### src/obd_pkg.sv
`timescale 1ns / 1ps
`default_nettype none
package obd_pkg;

   typedef enum logic {
      ACTION_TICK  = 1'b0,
      ACTION_FRAME = 1'b1
   } obd_action_type;

   typedef enum logic {
      KIND_REQUEST = 1'b0,
      KIND_READING = 1'b1
   } obd_kind_type;

   localparam logic [2:0] QTY_RPM      = 3'd0;
   localparam logic [2:0] QTY_SPEED    = 3'd1;
   localparam logic [2:0] QTY_LOAD     = 3'd2;
   localparam logic [2:0] QTY_THROTTLE = 3'd3;
   localparam logic [2:0] QTY_COOLANT  = 3'd4;
   localparam logic [2:0] QTY_UNKNOWN  = 3'd5;

   localparam logic [7:0] PID_RPM      = 8'h0C;
   localparam logic [7:0] PID_SPEED    = 8'h0D;
   localparam logic [7:0] PID_LOAD     = 8'h04;
   localparam logic [7:0] PID_THROTTLE = 8'h11;
   localparam logic [7:0] PID_COOLANT  = 8'h05;

   localparam logic [7:0] MODE01_REPLY = 8'h41;

   localparam logic [1:0] CSR_INTERVAL = 2'd0;
   localparam logic [1:0] CSR_ID_LOW   = 2'd1;
   localparam logic [1:0] CSR_ID_HIGH  = 2'd2;

   localparam int         CSR_WIDTH          = 16;
   localparam logic [15:0] INTERVAL_RESET    = 16'd100;
   localparam logic [10:0] ID_LOW_RESET      = 11'h7E8;
   localparam logic [10:0] ID_HIGH_RESET     = 11'h7EF;

   typedef struct packed {
      obd_kind_type kind;
      logic [7:0]   pid;
      logic [2:0]   quantity;
      logic [7:0]   byte_a;
      logic [7:0]   byte_b;
      logic [63:0]  stamp_us;
   } obd_op_type;

   typedef struct packed {
      logic       push;
      obd_op_type op;
   } obd_push_type;

   typedef struct packed {
      obd_kind_type       kind;
      logic [7:0]         pid;
      logic [2:0]         quantity;
      logic signed [14:0] value;
      logic [63:0]        stamp_us;
   } obd_rsp_type;

   // round-robin poll list, slot number equals the quantity code
   function automatic logic [7:0] poll_pid(input logic [2:0] slot);
      logic [7:0] pid;
      case (slot)
         3'd0:    pid = PID_RPM;
         3'd1:    pid = PID_SPEED;
         3'd2:    pid = PID_LOAD;
         3'd3:    pid = PID_THROTTLE;
         3'd4:    pid = PID_COOLANT;
         default: pid = PID_RPM;
      endcase
      return pid;
   endfunction

endpackage
`default_nettype wire

### src/obd_fifo.sv
`timescale 1ns / 1ps
`default_nettype none
module obd_fifo #(
   parameter int WIDTH = 8,
   parameter int DEPTH = 2
) (
   input  wire logic             clock,
   input  wire logic             reset,
   input  wire logic             push,
   input  wire logic [WIDTH-1:0] push_data,
   output logic                  full,
   input  wire logic             pop,
   output logic [WIDTH-1:0]      pop_data,
   output logic                  empty
);

   localparam int PW = (DEPTH > 1) ? $clog2(DEPTH) : 1;
   localparam int CW = $clog2(DEPTH + 1);
   localparam logic [PW-1:0] LAST = PW'(DEPTH - 1);

   logic [WIDTH-1:0] mem_ff [DEPTH];
   logic [PW-1:0]    wr_ptr_ff, wr_ptr_in;
   logic [PW-1:0]    rd_ptr_ff, rd_ptr_in;
   logic [CW-1:0]    count_ff, count_in;
   logic             do_push, do_pop;

   assign full    = (count_ff == CW'(DEPTH));
   assign empty   = (count_ff == '0);
   assign do_push = push & ~full;
   assign do_pop  = pop & ~empty;
   assign pop_data = mem_ff[rd_ptr_ff];

   always_comb begin
      wr_ptr_in = wr_ptr_ff;
      rd_ptr_in = rd_ptr_ff;
      count_in  = count_ff;
      if (do_push) begin
         wr_ptr_in = (wr_ptr_ff == LAST) ? '0 : wr_ptr_ff + 1'b1;
      end
      if (do_pop) begin
         rd_ptr_in = (rd_ptr_ff == LAST) ? '0 : rd_ptr_ff + 1'b1;
      end
      if (do_push && !do_pop) begin
         count_in = count_ff + 1'b1;
      end else if (do_pop && !do_push) begin
         count_in = count_ff - 1'b1;
      end
   end

   always_ff @(posedge clock) begin
      if (reset) begin
         wr_ptr_ff <= '0;
         rd_ptr_ff <= '0;
         count_ff  <= '0;
      end else begin
         wr_ptr_ff <= wr_ptr_in;
         rd_ptr_ff <= rd_ptr_in;
         count_ff  <= count_in;
      end
   end

   always_ff @(posedge clock) begin
      if (do_push) begin
         mem_ff[wr_ptr_ff] <= push_data;
      end
   end

   a_count_bound: assert property (@(posedge clock) disable iff (reset)
      count_ff <= CW'(DEPTH))
      else $error("fifo count above depth");

   a_count_up: assert property (@(posedge clock) disable iff (reset)
      (do_push && !do_pop) |=> count_ff == $past(count_ff) + 1'b1)
      else $error("fifo count missed a push");

   a_ptr_gap: assert property (@(posedge clock) disable iff (reset)
      (count_ff == '0) |-> (wr_ptr_ff == rd_ptr_ff))
      else $error("fifo pointers apart while empty");

endmodule
`default_nettype wire

### src/obd_front.sv
`timescale 1ns / 1ps
`default_nettype none
module obd_front
   import obd_pkg::*;
#(
   parameter int NUM_POLLED = 5
) (
   input  wire logic           clock,
   input  wire logic           reset,
   input  wire logic           push,
   input  wire logic           mid_full,
   input  wire obd_action_type action,
   input  wire logic [10:0]    frame_id,
   input  wire logic [3:0]     frame_length,
   input  wire logic [7:0]     mode_byte,
   input  wire logic [7:0]     pid_byte,
   input  wire logic [7:0]     byte_a,
   input  wire logic [7:0]     byte_b,
   input  wire logic [63:0]    now_us,
   input  wire logic           csr_we,
   input  wire logic [1:0]     csr_index,
   input  wire logic [CSR_WIDTH-1:0] csr_wdata,
   output obd_push_type        to_back
);

   localparam logic [2:0] NUM_W = 3'(NUM_POLLED);

   logic [15:0] interval_ff;
   logic [10:0] id_low_ff, id_high_ff;
   logic [15:0] elapsed_ff, elapsed_in;
   logic [2:0]  poll_ff, poll_in;
   logic [15:0] count_up;
   logic [2:0]  slot;
   logic        take, fire, frame_ok;

   assign take     = push & ~mid_full;
   assign count_up = (elapsed_ff == 16'hFFFF) ? elapsed_ff : elapsed_ff + 1'b1;
   assign fire     = (count_up >= interval_ff);
   assign slot     = (poll_ff >= NUM_W) ? 3'd0 : poll_ff;
   assign frame_ok = (frame_id >= id_low_ff) && (frame_id <= id_high_ff)
                     && (frame_length >= 4'd3) && (mode_byte == MODE01_REPLY);

   always_comb begin
      elapsed_in = elapsed_ff;
      poll_in    = poll_ff;
      to_back.push        = 1'b0;
      to_back.op.kind     = KIND_REQUEST;
      to_back.op.pid      = poll_pid(slot);
      to_back.op.quantity = slot;
      to_back.op.byte_a   = '0;
      to_back.op.byte_b   = '0;
      to_back.op.stamp_us = '0;
      if (take) begin
         if (action == ACTION_TICK) begin
            elapsed_in = fire ? '0 : count_up;
            if (fire) begin
               poll_in      = (slot == NUM_W - 3'd1) ? 3'd0 : slot + 3'd1;
               to_back.push = 1'b1;
            end
         end else if (frame_ok) begin
            to_back.push        = 1'b1;
            to_back.op.kind     = KIND_READING;
            to_back.op.pid      = pid_byte;
            to_back.op.quantity = QTY_UNKNOWN;
            // value bytes missing from a short frame read as zero
            to_back.op.byte_a   = (frame_length > 4'd3) ? byte_a : 8'd0;
            to_back.op.byte_b   = (frame_length > 4'd4) ? byte_b : 8'd0;
            to_back.op.stamp_us = now_us;
         end
      end
   end

   always_ff @(posedge clock) begin
      if (reset) begin
         interval_ff <= INTERVAL_RESET;
         id_low_ff   <= ID_LOW_RESET;
         id_high_ff  <= ID_HIGH_RESET;
      end else if (csr_we) begin
         case (csr_index)
            CSR_INTERVAL: interval_ff <= csr_wdata;
            CSR_ID_LOW:   id_low_ff   <= csr_wdata[10:0];
            CSR_ID_HIGH:  id_high_ff  <= csr_wdata[10:0];
            default:      ;
         endcase
      end
   end

   always_ff @(posedge clock) begin
      if (reset) begin
         elapsed_ff <= '0;
         poll_ff    <= '0;
      end else begin
         elapsed_ff <= elapsed_in;
         poll_ff    <= poll_in;
      end
   end

   a_poll_range: assert property (@(posedge clock) disable iff (reset)
      poll_ff < NUM_W)
      else $error("poll index out of range");

   a_clear_on_request: assert property (@(posedge clock) disable iff (reset)
      (to_back.push && to_back.op.kind == KIND_REQUEST) |=> elapsed_ff == '0)
      else $error("tick count not cleared after request");

   a_no_push_full: assert property (@(posedge clock) disable iff (reset)
      to_back.push |-> !mid_full)
      else $error("transfer into full queue");

endmodule
`default_nettype wire

### src/obd_back.sv
`timescale 1ns / 1ps
`default_nettype none
module obd_back
   import obd_pkg::*;
#(
   parameter int QUEUE_DEPTH = 2
) (
   input  wire logic        clock,
   input  wire logic        reset,
   input  wire logic        mid_empty,
   input  wire obd_op_type  head,
   output logic             mid_pop,
   input  wire logic        pop,
   output logic             empty,
   output obd_rsp_type      rsp
);

   obd_rsp_type        dec;
   logic               out_full;
   logic [14:0]        pct_x;
   logic [22:0]        pct_prod;
   logic [6:0]         pct_q0;
   logic [14:0]        pct_rem;
   logic [6:0]         pct_q;

   // a * 100 / 255: reciprocal estimate is low by at most one, one fix-up step
   assign pct_x    = 15'(head.byte_a) * 15'd100;
   assign pct_prod = 23'(pct_x) * 23'd257;
   assign pct_q0   = pct_prod[22:16];
   assign pct_rem  = pct_x - 15'(pct_q0) * 15'd255;
   assign pct_q    = (pct_rem >= 15'd255) ? pct_q0 + 7'd1 : pct_q0;

   always_comb begin
      dec.kind     = head.kind;
      dec.pid      = head.pid;
      dec.quantity = head.quantity;
      dec.value    = '0;
      dec.stamp_us = head.stamp_us;
      if (head.kind == KIND_READING) begin
         case (head.pid)
            PID_RPM: begin
               dec.quantity = QTY_RPM;
               dec.value    = $signed({1'b0, head.byte_a, head.byte_b[7:2]});
            end
            PID_SPEED: begin
               dec.quantity = QTY_SPEED;
               dec.value    = $signed({7'd0, head.byte_a});
            end
            PID_LOAD: begin
               dec.quantity = QTY_LOAD;
               dec.value    = $signed({8'd0, pct_q});
            end
            PID_THROTTLE: begin
               dec.quantity = QTY_THROTTLE;
               dec.value    = $signed({8'd0, pct_q});
            end
            PID_COOLANT: begin
               dec.quantity = QTY_COOLANT;
               dec.value    = $signed({7'd0, head.byte_a}) - 15'sd40;
            end
            default: begin
               dec.quantity = QTY_UNKNOWN;
            end
         endcase
      end
   end

   assign mid_pop = ~mid_empty & ~out_full;

   obd_fifo #(
      .WIDTH ($bits(obd_rsp_type)),
      .DEPTH (QUEUE_DEPTH)
   ) u_out_queue (
      .clock     (clock),
      .reset     (reset),
      .push      (mid_pop),
      .push_data (dec),
      .full      (out_full),
      .pop       (pop),
      .pop_data  (rsp),
      .empty     (empty)
   );

endmodule
`default_nettype wire

### src/obd2_pid_poll_and_decode_unit.sv
// OBD-II mode 01 poller and decoder. Millisecond tick items advance a saturating counter;
// when it reaches request_interval a request result (kind 0, pid, quantity slot) is queued
// for the next PID of the round-robin list 0C, 0D, 04, 11, 05 and the counter clears.
// Frame items inside [response_id_low, response_id_high] with length >= 3 and mode byte
// 0x41 produce a decoded reading with the frame timestamp; other frames produce nothing.
// One item is taken every clock unless the middle queue is full: the front stage classifies
// and runs the poll counter, a queue of QUEUE_DEPTH entries hands work to the decode stage,
// which writes a result queue of the same depth. A result shows on the rsp_ ports once its
// item has been written into the middle queue and, decoded, into the result queue;
// throughput is one item per clock, limited only by the queue handshakes. CSR writes take
// effect on the next edge and should be done while idle.
`timescale 1ns / 1ps
`default_nettype none
module obd2_pid_poll_and_decode_unit
   import obd_pkg::*;
#(
   parameter int NUM_POLLED  = 5,
   parameter int QUEUE_DEPTH = 2
) (
   input  wire logic        clock,
   input  wire logic        reset,
   input  wire logic        push,
   output logic             full,
   input  wire logic        req_action,
   input  wire logic [10:0] req_frame_id,
   input  wire logic [3:0]  req_frame_length,
   input  wire logic [7:0]  req_mode_byte,
   input  wire logic [7:0]  req_pid_byte,
   input  wire logic [7:0]  req_byte_a,
   input  wire logic [7:0]  req_byte_b,
   input  wire logic [63:0] req_now_us,
   output logic             empty,
   input  wire logic        pop,
   output logic             rsp_result_kind,
   output logic [7:0]       rsp_pid,
   output logic [2:0]       rsp_quantity,
   output logic signed [14:0] rsp_value,
   output logic [63:0]      rsp_stamp_us,
   input  wire logic        csr_we,
   input  wire logic [1:0]  csr_index,
   input  wire logic [CSR_WIDTH-1:0] csr_wdata
);

   obd_push_type to_back;
   obd_op_type   head;
   obd_rsp_type  rsp;
   logic         mid_full, mid_empty, mid_pop;

   assign full = mid_full;

   obd_front #(
      .NUM_POLLED (NUM_POLLED)
   ) u_front (
      .clock        (clock),
      .reset        (reset),
      .push         (push),
      .mid_full     (mid_full),
      .action       (obd_action_type'(req_action)),
      .frame_id     (req_frame_id),
      .frame_length (req_frame_length),
      .mode_byte    (req_mode_byte),
      .pid_byte     (req_pid_byte),
      .byte_a       (req_byte_a),
      .byte_b       (req_byte_b),
      .now_us       (req_now_us),
      .csr_we       (csr_we),
      .csr_index    (csr_index),
      .csr_wdata    (csr_wdata),
      .to_back      (to_back)
   );

   obd_fifo #(
      .WIDTH ($bits(obd_op_type)),
      .DEPTH (QUEUE_DEPTH)
   ) u_mid_queue (
      .clock     (clock),
      .reset     (reset),
      .push      (to_back.push),
      .push_data (to_back.op),
      .full      (mid_full),
      .pop       (mid_pop),
      .pop_data  (head),
      .empty     (mid_empty)
   );

   obd_back #(
      .QUEUE_DEPTH (QUEUE_DEPTH)
   ) u_back (
      .clock     (clock),
      .reset     (reset),
      .mid_empty (mid_empty),
      .head      (head),
      .mid_pop   (mid_pop),
      .pop       (pop),
      .empty     (empty),
      .rsp       (rsp)
   );

   assign rsp_result_kind = rsp.kind;
   assign rsp_pid         = rsp.pid;
   assign rsp_quantity    = rsp.quantity;
   assign rsp_value       = rsp.value;
   assign rsp_stamp_us    = rsp.stamp_us;

endmodule
`default_nettype wire

### config.mk
export PLATFORM = sky130hd
export DESIGN_NAME = obd2_pid_poll_and_decode_unit
export DESIGN_NICKNAME = d
export VERILOG_FILES = /design/src/obd_pkg.sv /design/src/obd_fifo.sv /design/src/obd_front.sv /design/src/obd_back.sv /design/src/obd2_pid_poll_and_decode_unit.sv
export SDC_FILE = /design/constraint.sdc
export NUM_CORES = 1
export LEC_CHECK = 0
export BUFFER_PORTS_ARGS = -buffer_cell sky130_fd_sc_hd__buf_2
export CAP_MARGIN = 20
export CORE_ASPECT_RATIO = 1.1
export CORE_MARGIN = 2
export CORE_UTILIZATION = 40
export DETAILED_ROUTE_END_ITERATION = 12
export GPL_TIMING_DRIVEN = 1
export HOLD_SLACK_MARGIN = 0.15
export PLACE_DENSITY = 0.54
export SYNTH_ARGS = -nofsm -noshare
export SYNTH_HDL_FRONTEND = slang
export SYNTH_SLANG_ARGS = --single-unit
### constraint.sdc
create_clock -name clock -period 17.7 [get_ports clock]
set_input_delay 0.885 -clock clock [delete_from_list [all_inputs] [get_ports clock]]
set_output_delay 0.885 -clock clock [all_outputs]
set_load 0.02 [all_outputs]
==> results of run 1 <==
==> flip-flops by register name, indices dropped and copies added, names as in the netlist, named ones only <==
signal	count
u_back.u_out_queue.mem_ff	182
u_mid_queue.mem_ff	180
u_front.elapsed_ff	16
u_front.interval_ff	16
u_front.id_high_ff	11
u_front.id_low_ff	11
u_front.poll_ff	3
u_back.u_out_queue.count_ff	2
u_mid_queue.count_ff	2
u_back.u_out_queue.rd_ptr_ff	1
u_back.u_out_queue.wr_ptr_ff	1
u_mid_queue.rd_ptr_ff	1
u_mid_queue.wr_ptr_ff	1
==> layout by cell type (no fill, tap or decap), types with 6 or more instances in the layout <==
master / count
nand2_1: 98
nand4_1: 12
buf_2: 225
and2_1: 89
clkinv_2: 12
o211ai_1: 7
mux2i_1: 19
nor3_1: 20
nor2b_1: 13
nor2_1: 78
nand2b_1: 12
o21ai_0: 38
a211oi_1: 12
a32oi_1: 8
nor4_1: 10
o21ai_1: 6
a21oi_1: 59
clkbuf_16: 49
clkinv_1: 13
o21a_1: 15
edfxtp_1: 362
mux2_2: 172
ha_1: 126
a211o_1: 11
inv_1: 138
a21o_1: 11
nand3_1: 30
clkbuf_1: 6
dfxtp_1: 65
fa_1: 33
buf_4: 14
or3_1: 7
xnor2_1: 28
xor2_1: 14
and3_1: 6
nand3b_1: 14
==> how the worst max path moves through the flow <==
stage | endpoint | slack [ns] | depth (start not counted)
floorplan | u_back.u_out_queue.mem_ff[0][70] | 6.29 | 45
global placement | u_back.u_out_queue.mem_ff[0][69] | 4.94 | 40
detailed placement | u_back.u_out_queue.mem_ff[1][69] | 4.86 | 40
CTS | u_back.u_out_queue.mem_ff[1][69] | 4.73 | 40
global route | u_back.u_out_queue.mem_ff[1][69] | 3.81 | 40
finish | u_back.u_out_queue.mem_ff[0][69] | 4.86 | 40
==> cells in the mapped netlist (all sizes together) (4+ instances only) <==
master / number / area (µm²)
nand3b: 14 / 105
nor2b: 14 / 87.6
o22ai: 5 / 31.3
xnor2: 28 / 245
a211o: 11 / 96.3
and4: 4 / 35.0
xor2: 14 / 123
fa: 33 / 661
or2: 5 / 31.3
or3: 7 / 43.8
edfxtp: 362 / 10900
and2: 89 / 557
buf: 7 / 28.8
o31ai: 5 / 37.5
nor4: 10 / 62.6
nor2: 80 / 300
a21oi: 59 / 295
o211ai: 7 / 52.6
o21ai: 44 / 220
clkbuf: 47 / 176
a21o: 11 / 82.6
nand2: 98 / 368
a31oi: 4 / 25.0
mux2: 173 / 1950
inv: 138 / 518
o21a: 16 / 120
dfxtp: 67 / 1340
a2111oi: 5 / 87.6
nor3: 20 / 100
a32oi: 8 / 70.1
nand4: 12 / 75.1
nand3: 31 / 160
and3: 6 / 37.5
a211oi: 12 / 90.1
nand2b: 12 / 75.1
mux2i: 19 / 190
ha: 126 / 1580
==> worst register-to-register path, delay by kind of cell (launching register included) <==
family                   cells  cell delay, ns
XOR/XNOR                     3            1.09
AO/OA/AOI/OAI                9            2.55
flip-flops                   1            0.71
buffers and inverters        7            0.85
adder cells (fa/ha/maj)     12            4.81
AND/OR/NAND/NOR              8            1.75
multiplexers                 1            0.86
==> report_power, final <==
| group | total, W | internal, W | switching (W) |
|---|---|---|---|
| combinational | 0.00148 | 0.000597 | 0.000888 |
| sequential | 0.00129 | 0.00124 | 0.0000467 |
| clock | 0.000964 | 0.000555 | 0.000409 |
| total | 0.00374 | 0.00239 | 0.00134 |
==> logic make-up after synthesis <==
family,synth area share [%]
buffers and inverters,3.45
AND/OR/NAND/NOR,10.1
multiplexers,10.1
XOR/XNOR,1.74
flip-flops,57.7
adder cells (fa/ha/maj),10.6
AO/OA/AOI/OAI,6.30
==> per-layer routing <==
| metal | track usage [%] | up-vias | part of all wire, % |
|---|---|---|---|
| met4 | 5.41 | 4 | 2.7 |
| met3 | 2.92 | 77 | 4.0 |
| met1 | 21.5 | 6382 | 44 |
| li1 | - | 6363 | - |
| met2 | 29.9 | 243 | 49 |
| met5 | 0 | - | 0.047 |
==> cell type report <==
cell class	count	area share [%]
sequential	429	49.6
timing repair buffer	239	5.00
antenna	3	0.0305
inverter	140	2.13
multi-input combinational	1007	33.6
tap	675	3.43
clock inverter	32	1.11
clock buffer	56	5.10
==> per-stage QoR <==
step	setup WS (ns)	std cells	power [W]	utilization [%]	hold WS [ns]
3_5_place_dp	4.86	2490	0.00280	44.0	0.448
5_1_grt	3.81	2580	0.00398	47.0	0.475
6_report	4.86	2581	0.00374	47.0	0.453
2_1_floorplan	6.29	1630	0.00241	-	0.431
4_1_cts	4.73	2578	0.00379	47.0	0.455
3_3_place_gp	4.94	2490	0.00277	44.0	0.441
==> results.tsv, run 1 <==
metric	value	unit
Post-Place Cell Area	0.0231	mm²
fin crit share	72.6	%
initial antenna violation count	5	
max incr delay on CP	0.83	ns
Tmin final	12.84	ns
fillcell total	4755	
Net Count, Synth	1924	
total gr overflow	0	
Post-Syn Area per Cell	13.0	µm²
Worst Tran Pin Value	1.03	ns
Worst EP required	18.05	ns
Cell variety after synth	61	
Setup Buffers After CTS	0	
Die H	245	µm
largest net degree at the start of global routing	70	
Leakage	10.1	nW
Syn. warnings	0	
Sink Count	429	
Remaining DRCs	0	
final non-filler cell area	0.0246	mm²
nets@finish	2158	
FF+latch area	0.0122	mm²
Crit. End Element	flop	
Top FF cell, synth	edfxtp_1	
Core Footprint	0.0524	mm²
CTS Buffer Depth	3	
Pins Over Slew Limit	0	
maximum fanout along the worst path	37	
clock root cell	clkbuf_16	
first-pass GRT wire length	72900	µm
number of I/O port buffers	225	
Area Growth Syn to Fin	16.4	%
placed wire-length estimate	31000	µm
Total Wirelength	46500	µm
hold path endpoint	u_front.interval_ff[8]	
remaining antenna violation count after routing	0	
CTS tree	yes	
RSZ-0062 raised after global routing	false	
f_max	0.0779	GHz
hold path cells	2	
Starting DRT DRC Count	603	
power density cells	152	mW/mm²
FFs w/ async S/R, synth	0	%
number of flops mapped to enable cells by yosys	362	
relative slew slack	31.6	%
R2R depth	40	
CP max-delay cell	mux2i_1	
Final setup viols	0	
status	finished, final reports clean	
reg-to-reg slack, setup	4.86	ns
DRT Pass-1 Iters	4	
drt wl/cell	18.0	µm
I/O pins	228	
insertion delay to the later sink of the worst-skew pair	0.59	ns
Critical Path AT	13.19	ns
WP buf/inv	7	
Seq cells post-synth	429	
die area	0.0547	mm²
multi-input logic area	0.00826	mm²
final hold vios	0	
vias	13100	
GRT Util Overall	17.1	%
DIE WIDTH	223	µm
max_cap viols	0	
CTS Buf Count	47	
Hold WC Path Type	reg -> reg	
hold_sp	u_front.interval_ff[8]	
num rows	88	
Seq/Total Area, Yosys	57.7	%
VDD IR-drop max	0.000170	V
CP Class	reg -> reg	
setup TNS	0	ns
vias per cell	5.06	
CTS H-tree depth	2	
Worst-path clk slew	0.06	ns
mapped cell area	0.0212	mm²
layout cells sized above 1	26.3	%
Resized Gates After CTS	0	
Worst R2R End	u_back.u_out_queue.mem_ff[0][69]	
skew final	0.0143	ns
startpoint types	flop	
Post-CTS Hold Fix Bufs	0	
RePlAce Congestion	0.825	
Synth Instances	1630	
Initial Utilization	40.4	%
cell family with most CP delay	adder cells	
number of global-route vias before repair	13600	
Power figures use the tool's default switching activity.
==> run 2, diff against run 1 <==
--- a/config.mk
+++ b/config.mk
@@ -13,7 +13,7 @@
 export DETAILED_ROUTE_END_ITERATION = 12
 export GPL_TIMING_DRIVEN = 1
 export HOLD_SLACK_MARGIN = 0.15
-export PLACE_DENSITY = 0.54
+export PLACE_DENSITY = 0.56
 export SYNTH_ARGS = -nofsm -noshare
 export SYNTH_HDL_FRONTEND = slang
 export SYNTH_SLANG_ARGS = --single-unit
==> constraint.sdc (replaced) <==
create_clock -name clock -period 10.3 [get_ports clock]
set_input_delay 0.515 -clock clock [delete_from_list [all_inputs] [get_ports clock]]
set_output_delay 0.515 -clock clock [all_outputs]
set_load 0.02 [all_outputs]
==> results.tsv, run 2 (synthesis results as in run 1) <==
metric	value	unit	change
fin crit share	100	%	was 72.6%
Post-Place Cell Area	0.0237	mm²	was 0.0231 mm²
Die H	245	µm	unchanged
number of global-route vias before repair	13900		was 13600
power density cells	267	mW/mm²	was 152 mW/mm²
layout cells sized above 1	31.2	%	was 26.3%
Total Wirelength	47200	µm	was 46500 µm
max incr delay on CP	0.61	ns	was 0.83 ns
clock root cell	clkbuf_16		unchanged
Worst Tran Pin Value	1.06	ns	was 1.03 ns
relative slew slack	29.5	%	was 31.6%
switch share	35.0	%	was 36.0%
placed wire-length estimate	31600	µm	was 31000 µm
CTS Buf Count	46		was 47
num rows	88		unchanged
Remaining DRCs	0		unchanged
CTS Buffer Depth	3		unchanged
most used cell, CP	ha_4		
largest net degree at the start of global routing	84		was 70
Largest Register	u_back.u_out_queue.mem_ff		unchanged
startpoint types	flop		unchanged
vias per cell	5.08		was 5.06
max_cap viols	0		unchanged
final hold vios	0		unchanged
most common cell after layout, fill and taps aside	edfxtp_1		unchanged
Critical Path AT	10.60	ns	was 13.19 ns
Core Footprint	0.0524	mm²	unchanged
remaining antenna violation count after routing	0		unchanged
number of I/O port buffers	225		unchanged
Pint	0.00442	W	was 0.00239 W
Crit. End Element	flop		unchanged
DIE WIDTH	223	µm	unchanged
skew final	0.0219	ns	was 0.0143 ns
CTS tree	yes		unchanged
first-pass GRT wire length	73900	µm	was 72900 µm
Min Hold Slack	0.197	ns	was 0.453 ns
max reg flops	182		unchanged
Area Growth Syn to Fin	20.2	%	was 16.4%
top flop regs	u_back.u_out_queue.mem_ff (182), u_mid_queue.mem_ff (180)		unchanged
I/O pins	228		unchanged
Hold WC Path Type	in -> reg		was reg -> reg
nets@finish	2222		was 2158
Comb power frac	44.2	%	was 39.7%
most frequent cells in the layout	362 x edfxtp_1, 225 x buf_2, 169 x mux2_2		was 362 x edfxtp_1, 225 x buf_2, 172 x mux2_2
Leakage	10.4	nW	was 10.1 nW
share of total power in the clock network	23.4	%	was 25.8%
f_max	0.0971	GHz	was 0.0779 GHz
RePlAce Congestion	0.849		was 0.825
CTS H-tree depth	2		unchanged
Pins Over Slew Limit	0		unchanged
vias	13400		was 13100
RSZ-0062 raised after global routing	true		was false
VDD IR-drop max	0.000297	V	was 0.000170 V
Final WS setup	-0.000731	ns	was 4.86 ns
drt wl/cell	17.9	µm	was 18.0 µm
insertion delay to the later sink of the worst-skew pair	0.58	ns	was 0.59 ns
sequential power share	32.4	%	was 34.5%
DRT Pass-1 Iters	5		was 4
status	finished, violations left		was finished, final reports clean
CP Class	reg -> reg		unchanged
Starting DRT DRC Count	624		was 603
die area	0.0547	mm²	unchanged
total gr overflow	0		unchanged
CP max-delay cell	or4_4		was mux2i_1
violated checks	setup timing		
Final setup viols	2		was 0
Worst-path clk slew	0.06	ns	about the same
GRT Util Overall	17.3	%	was 17.1%
Tmin final	10.30	ns	was 12.84 ns
P_sw	0.00238	W	was 0.00134 W
Initial Utilization	40.4	%	unchanged
initial antenna violation count	4		was 5
maximum fanout along the worst path	6		was 37
final non-filler cell area	0.0254	mm²	was 0.0246 mm²
Sink Count	429		unchanged
Worst EP required	10.60	ns	was 18.05 ns
==> run 2: worst max-delay path: cells and delay by family (launching register included) <==
kind	cells	cell delay, ns
adders and majority gates	11	4.10
and+or+nand+nor	12	2.51
AOI/OAI and AO/OA	6	1.42
buffers and inverters	10	0.81
xor gates and xnor gates	4	0.44
DFF	1	0.39
muxes	1	0.35
==> run 2: layer usage <==
layer / vias up / wire length, µm / track usage (%)
met5: - / 36 / 0
met4: 6 / 906 / 4.14
met3: 64 / 2120 / 3.05
met2: 243 / 23300 / 30.4
met1: 6587 / 20800 / 22.1
li1: 6500 / - / -
==> run 2: what timing repair did <==
item | 4_1_cts | 5_1_grt
pin swaps | 7 | 36
hold buffers | 0 | 0
resized for setup | 6 | 35
endpoints found under the setup margin | 14 | 14
buffers inserted | 3 | 10
==> run 2: final timing paths <==
| path | startpoint | endpoint | slack (ns) | cells past startpoint |
|---|---|---|---|---|
| worst max-delay path | flop | u_back.u_out_queue.mem_ff[1][70] | -0.0007 | 44 |
| worst min-delay path | csr_wdata[15] | u_front.interval_ff[15] | 0.20 | 3 |
| worst max register to register | flop | u_back.u_out_queue.mem_ff[1][70] | -0.0007 | 44 |
| worst min register to register | u_front.interval_ff[12] | u_front.interval_ff[12] | 0.45 | 2 |
==> run 2: power by group through the flow <==
stage | registers, W | clock network [W] | logic [W]
6_report | 0.00220 | 0.00159 | 0.00301
5_1_grt | 0.00222 | 0.00171 | 0.00333
4_1_cts | 0.00220 | 0.00164 | 0.00292
3_5_place_dp | 0.00224 | 0 | 0.00290
3_3_place_gp | 0.00223 | 0 | 0.00286
2_1_floorplan | 0.00223 | 0 | 0.00210
==> run 2: per-stage QoR <==
step	setup WS, ns	power, W	std cells	setup TNS, ns	utilization, %
2_1_floorplan	0.00700	0.00433	1630	0	-
3_3_place_gp	0.0135	0.00509	2542	0	45.2
3_5_place_dp	-0.116	0.00514	2542	-1.05	45.2
4_1_cts	0.000270	0.00677	2628	0	48.1
5_1_grt	-0.383	0.00726	2638	-4.85	48.5
6_report	-0.000731	0.00679	2639	-0.00138	48.5
==> run 2: cell type report <==
class,count,area (µm²)
fillers,4649,27000
flip-flops and latches,429,12200
multi-input cells,1007,8630
repair buffers,304,1750
clock buffers,65,1260
well taps,675,845
inverters,140,536
clock inverters,18,180
diodes,1,2.50
==> run 3, diff against run 2 <==
==> constraint.sdc (replaced) <==
create_clock -name clock -period 10.3 [get_ports clock]
set_input_delay 1.03 -clock clock [delete_from_list [all_inputs] [get_ports clock]]
set_output_delay 1.03 -clock clock [all_outputs]
set_load 0.02 [all_outputs]
==> results.tsv, run 3 (synthesis results as in run 1) <==
metric	value	unit	change
total power	0.00706	W	was 0.00679 W
WL met1	21100	µm	was 20800 µm
most frequent cells in the layout	362 x edfxtp_1, 225 x buf_2, 168 x mux2_2		was 362 x edfxtp_1, 225 x buf_2, 169 x mux2_2
maximum fanout along the worst path	6		unchanged
Leakage	10.5	nW	was 10.4 nW
violated checks	setup timing		unchanged
DIE WIDTH	223	µm	unchanged
initial antenna violation count	2		was 4
Pins Over Slew Limit	0		unchanged
Die H	245	µm	unchanged
Initial Utilization	40.4	%	unchanged
FF+latch area	0.0122	mm²	unchanged
Area Growth Syn to Fin	21.2	%	was 20.2%
Critical Path AT	10.62	ns	was 10.60 ns
Pint	0.00457	W	was 0.00442 W
num rows	88		unchanged
hold path endpoint	u_front.interval_ff[13]		was u_front.interval_ff[15]
I/O pins	228		unchanged
Worst R2R End	u_back.u_out_queue.mem_ff[1][70]		unchanged
RePlAce Congestion	0.820		was 0.849
die area	0.0547	mm²	unchanged
Core Footprint	0.0524	mm²	unchanged
Worst Tran Pin Value	1.07	ns	was 1.06 ns
largest net degree at the start of global routing	70		was 84
RSZ-0062 raised after global routing	true		unchanged
Setup WS pre-CTS	-0.190	ns	was -0.116 ns
Final WS setup	-0.00641	ns	was -0.000731 ns
Starting DRT DRC Count	548		was 624
Post-CTS Hold Fix Bufs	0		unchanged
number of global-route vias before repair	13800		was 13900
max_cap viols	0		unchanged
startpoint types	flop		unchanged
Hold WC Path Type	reg -> reg		was in -> reg
f_max	0.0970	GHz	was 0.0971 GHz
Largest Register	u_back.u_out_queue.mem_ff		unchanged
most common cell after layout, fill and taps aside	edfxtp_1		unchanged
met3 WL	1930	µm	was 2120 µm
DRT Pass-1 Iters	5		unchanged
insertion delay to the later sink of the worst-skew pair	0.57	ns	was 0.58 ns
total gr overflow	0		unchanged
clock root cell	clkbuf_16		unchanged
first-pass GRT wire length	74100	µm	was 73900 µm
Total Wirelength	47400	µm	was 47200 µm
CP max-delay cell	or4_4		unchanged
Comb power frac	44.9	%	was 44.2%
sequential power share	31.4	%	was 32.4%
switch share	35.2	%	was 35.0%
R2R depth	44		unchanged
Remaining DRCs	0		unchanged
dpl cells	2557		was 2542
CTS Buffer Depth	3		unchanged
Tmin final	10.31	ns	was 10.30 ns
VDD IR-drop max	0.000367	V	was 0.000297 V
skew final	0.0118	ns	was 0.0219 ns
final hold vios	0		unchanged
vias per cell	5.02		was 5.08
status	finished, violations left		unchanged
share of total power in the clock network	23.7	%	was 23.4%
Sink Count	429		unchanged
power density cells	275	mW/mm²	was 267 mW/mm²
top flop regs	u_back.u_out_queue.mem_ff (182), u_mid_queue.mem_ff (180)		unchanged
CTS tree	yes		unchanged
wire length on met2	23300	µm	about the same
Final setup viols	2		unchanged
CTS H-tree depth	2		unchanged
Min Hold Slack	0.453	ns	was 0.197 ns
vias	13300		was 13400
Worst EP required	10.61	ns	was 10.60 ns
max reg flops	182		unchanged
reg-to-reg slack, setup	-0.006	ns	was -0.0007 ns
GRT Util Overall	17.3	%	about the same
DR top layer	met5		unchanged
drt wl/cell	17.9	µm	about the same
remaining antenna violation count after routing	0		unchanged
layout cells sized above 1	32.3	%	was 31.2%
Worst-path clk slew	0.06	ns	about the same
P_sw	0.00248	W	was 0.00238 W
number of I/O port buffers	225		unchanged
CTS Buf Count	46		unchanged
fin crit share	100	%	about the same
placed wire-length estimate	32100	µm	was 31600 µm
hold path cells	2		was 3
nets@finish	2238		was 2222
fillcell total	4680		was 4649
Final Non-Filler Cells	2656		was 2639
Crit. End Element	flop		unchanged
relative slew slack	28.9	%	was 29.5%
CP Class	reg -> reg		unchanged
max incr delay on CP	0.58	ns	was 0.61 ns
multi-input logic area	0.00865	mm²	was 0.00863 mm²
hold_sp	u_front.interval_ff[13]		was csr_wdata[15]
==> run 3: cell count changes in the layout (fill, tap and decap cells not counted), sizes merged <==
cell,delta
bufinv,+2
clkinvlp,+3
clkinv,+2
buf,+16
clkbuf,-6
==> run 3: through the flow <==
step | area [µm²] | utilization (%) | TNS (ns)
final | 25600 | 48.9 | -0.0128
after detailed placement | 23800 | 45.4 | -2.02
after floorplan | 21400 | - | 0
after global placement | 23800 | 45.4 | -1.34
after global routing | 25600 | 48.9 | -5.56
after CTS | 25400 | 48.5 | 0
==> run 3: what timing repair did <==
| action | CTS | global route |
|---|---|---|
| pin swaps | 19 | 36 |
| endpoints found under the setup margin | 14 | 14 |
| cloned | 0 | 0 |
| setup buffers | 4 | 10 |
| gates resized for setup | 13 | 29 |
==> run 3: critical path: cells and delay by family (launching register included) <==
family | cells | cell delay [ns]
AND/OR/NAND/NOR | 12 | 2.47
adder cells (fa/ha/maj) | 11 | 4.18
buffers and inverters | 10 | 0.83
multiplexers | 1 | 0.32
flip-flops | 1 | 0.37
AO/OA/AOI/OAI | 6 | 1.33
XOR/XNOR | 4 | 0.53
==> run 3: area by class of cell <==
type                    instances  area share, %
flip-flops and latches        429           47.7
multi-input cells            1007           33.7
repair buffers                320           7.25
clock buffers                  59           4.92
well taps                     675           3.29
inverters                     140           2.09
clock inverters                25           1.06
diodes                          1        0.00976
==> run 3: per-layer routing <==
layer  GRT usage [%]  up-vias
met4            4.94        2
met5               0        -
met1            21.8     6510
li1                -     6523
met3            2.92       68
met2            30.6      231
==> run 3: worst max path at each step <==
stage	startpoint	endpoint	slack (ns)	cells after the start
2_1_floorplan	flop	u_back.u_out_queue.mem_ff[0][69]	0.007	42
3_3_place_gp	flop	u_back.u_out_queue.mem_ff[0][69]	-0.12	43
3_5_place_dp	flop	u_back.u_out_queue.mem_ff[0][69]	-0.19	43
4_1_cts	flop	u_back.u_out_queue.mem_ff[1][70]	0.02	40
5_1_grt	flop	u_back.u_out_queue.mem_ff[0][70]	-0.43	42
6_report	flop	u_back.u_out_queue.mem_ff[1][70]	-0.006	44
==> run 3: power by group through the flow <==
stage | registers [W] | clock network, W | logic (W)
final | 0.00221 | 0.00168 | 0.00317
after global routing | 0.00223 | 0.00178 | 0.00349
after CTS | 0.00222 | 0.00173 | 0.00301
after detailed placement | 0.00225 | 0 | 0.00296
after global placement | 0.00224 | 0 | 0.00291
after floorplan | 0.00223 | 0 | 0.00210
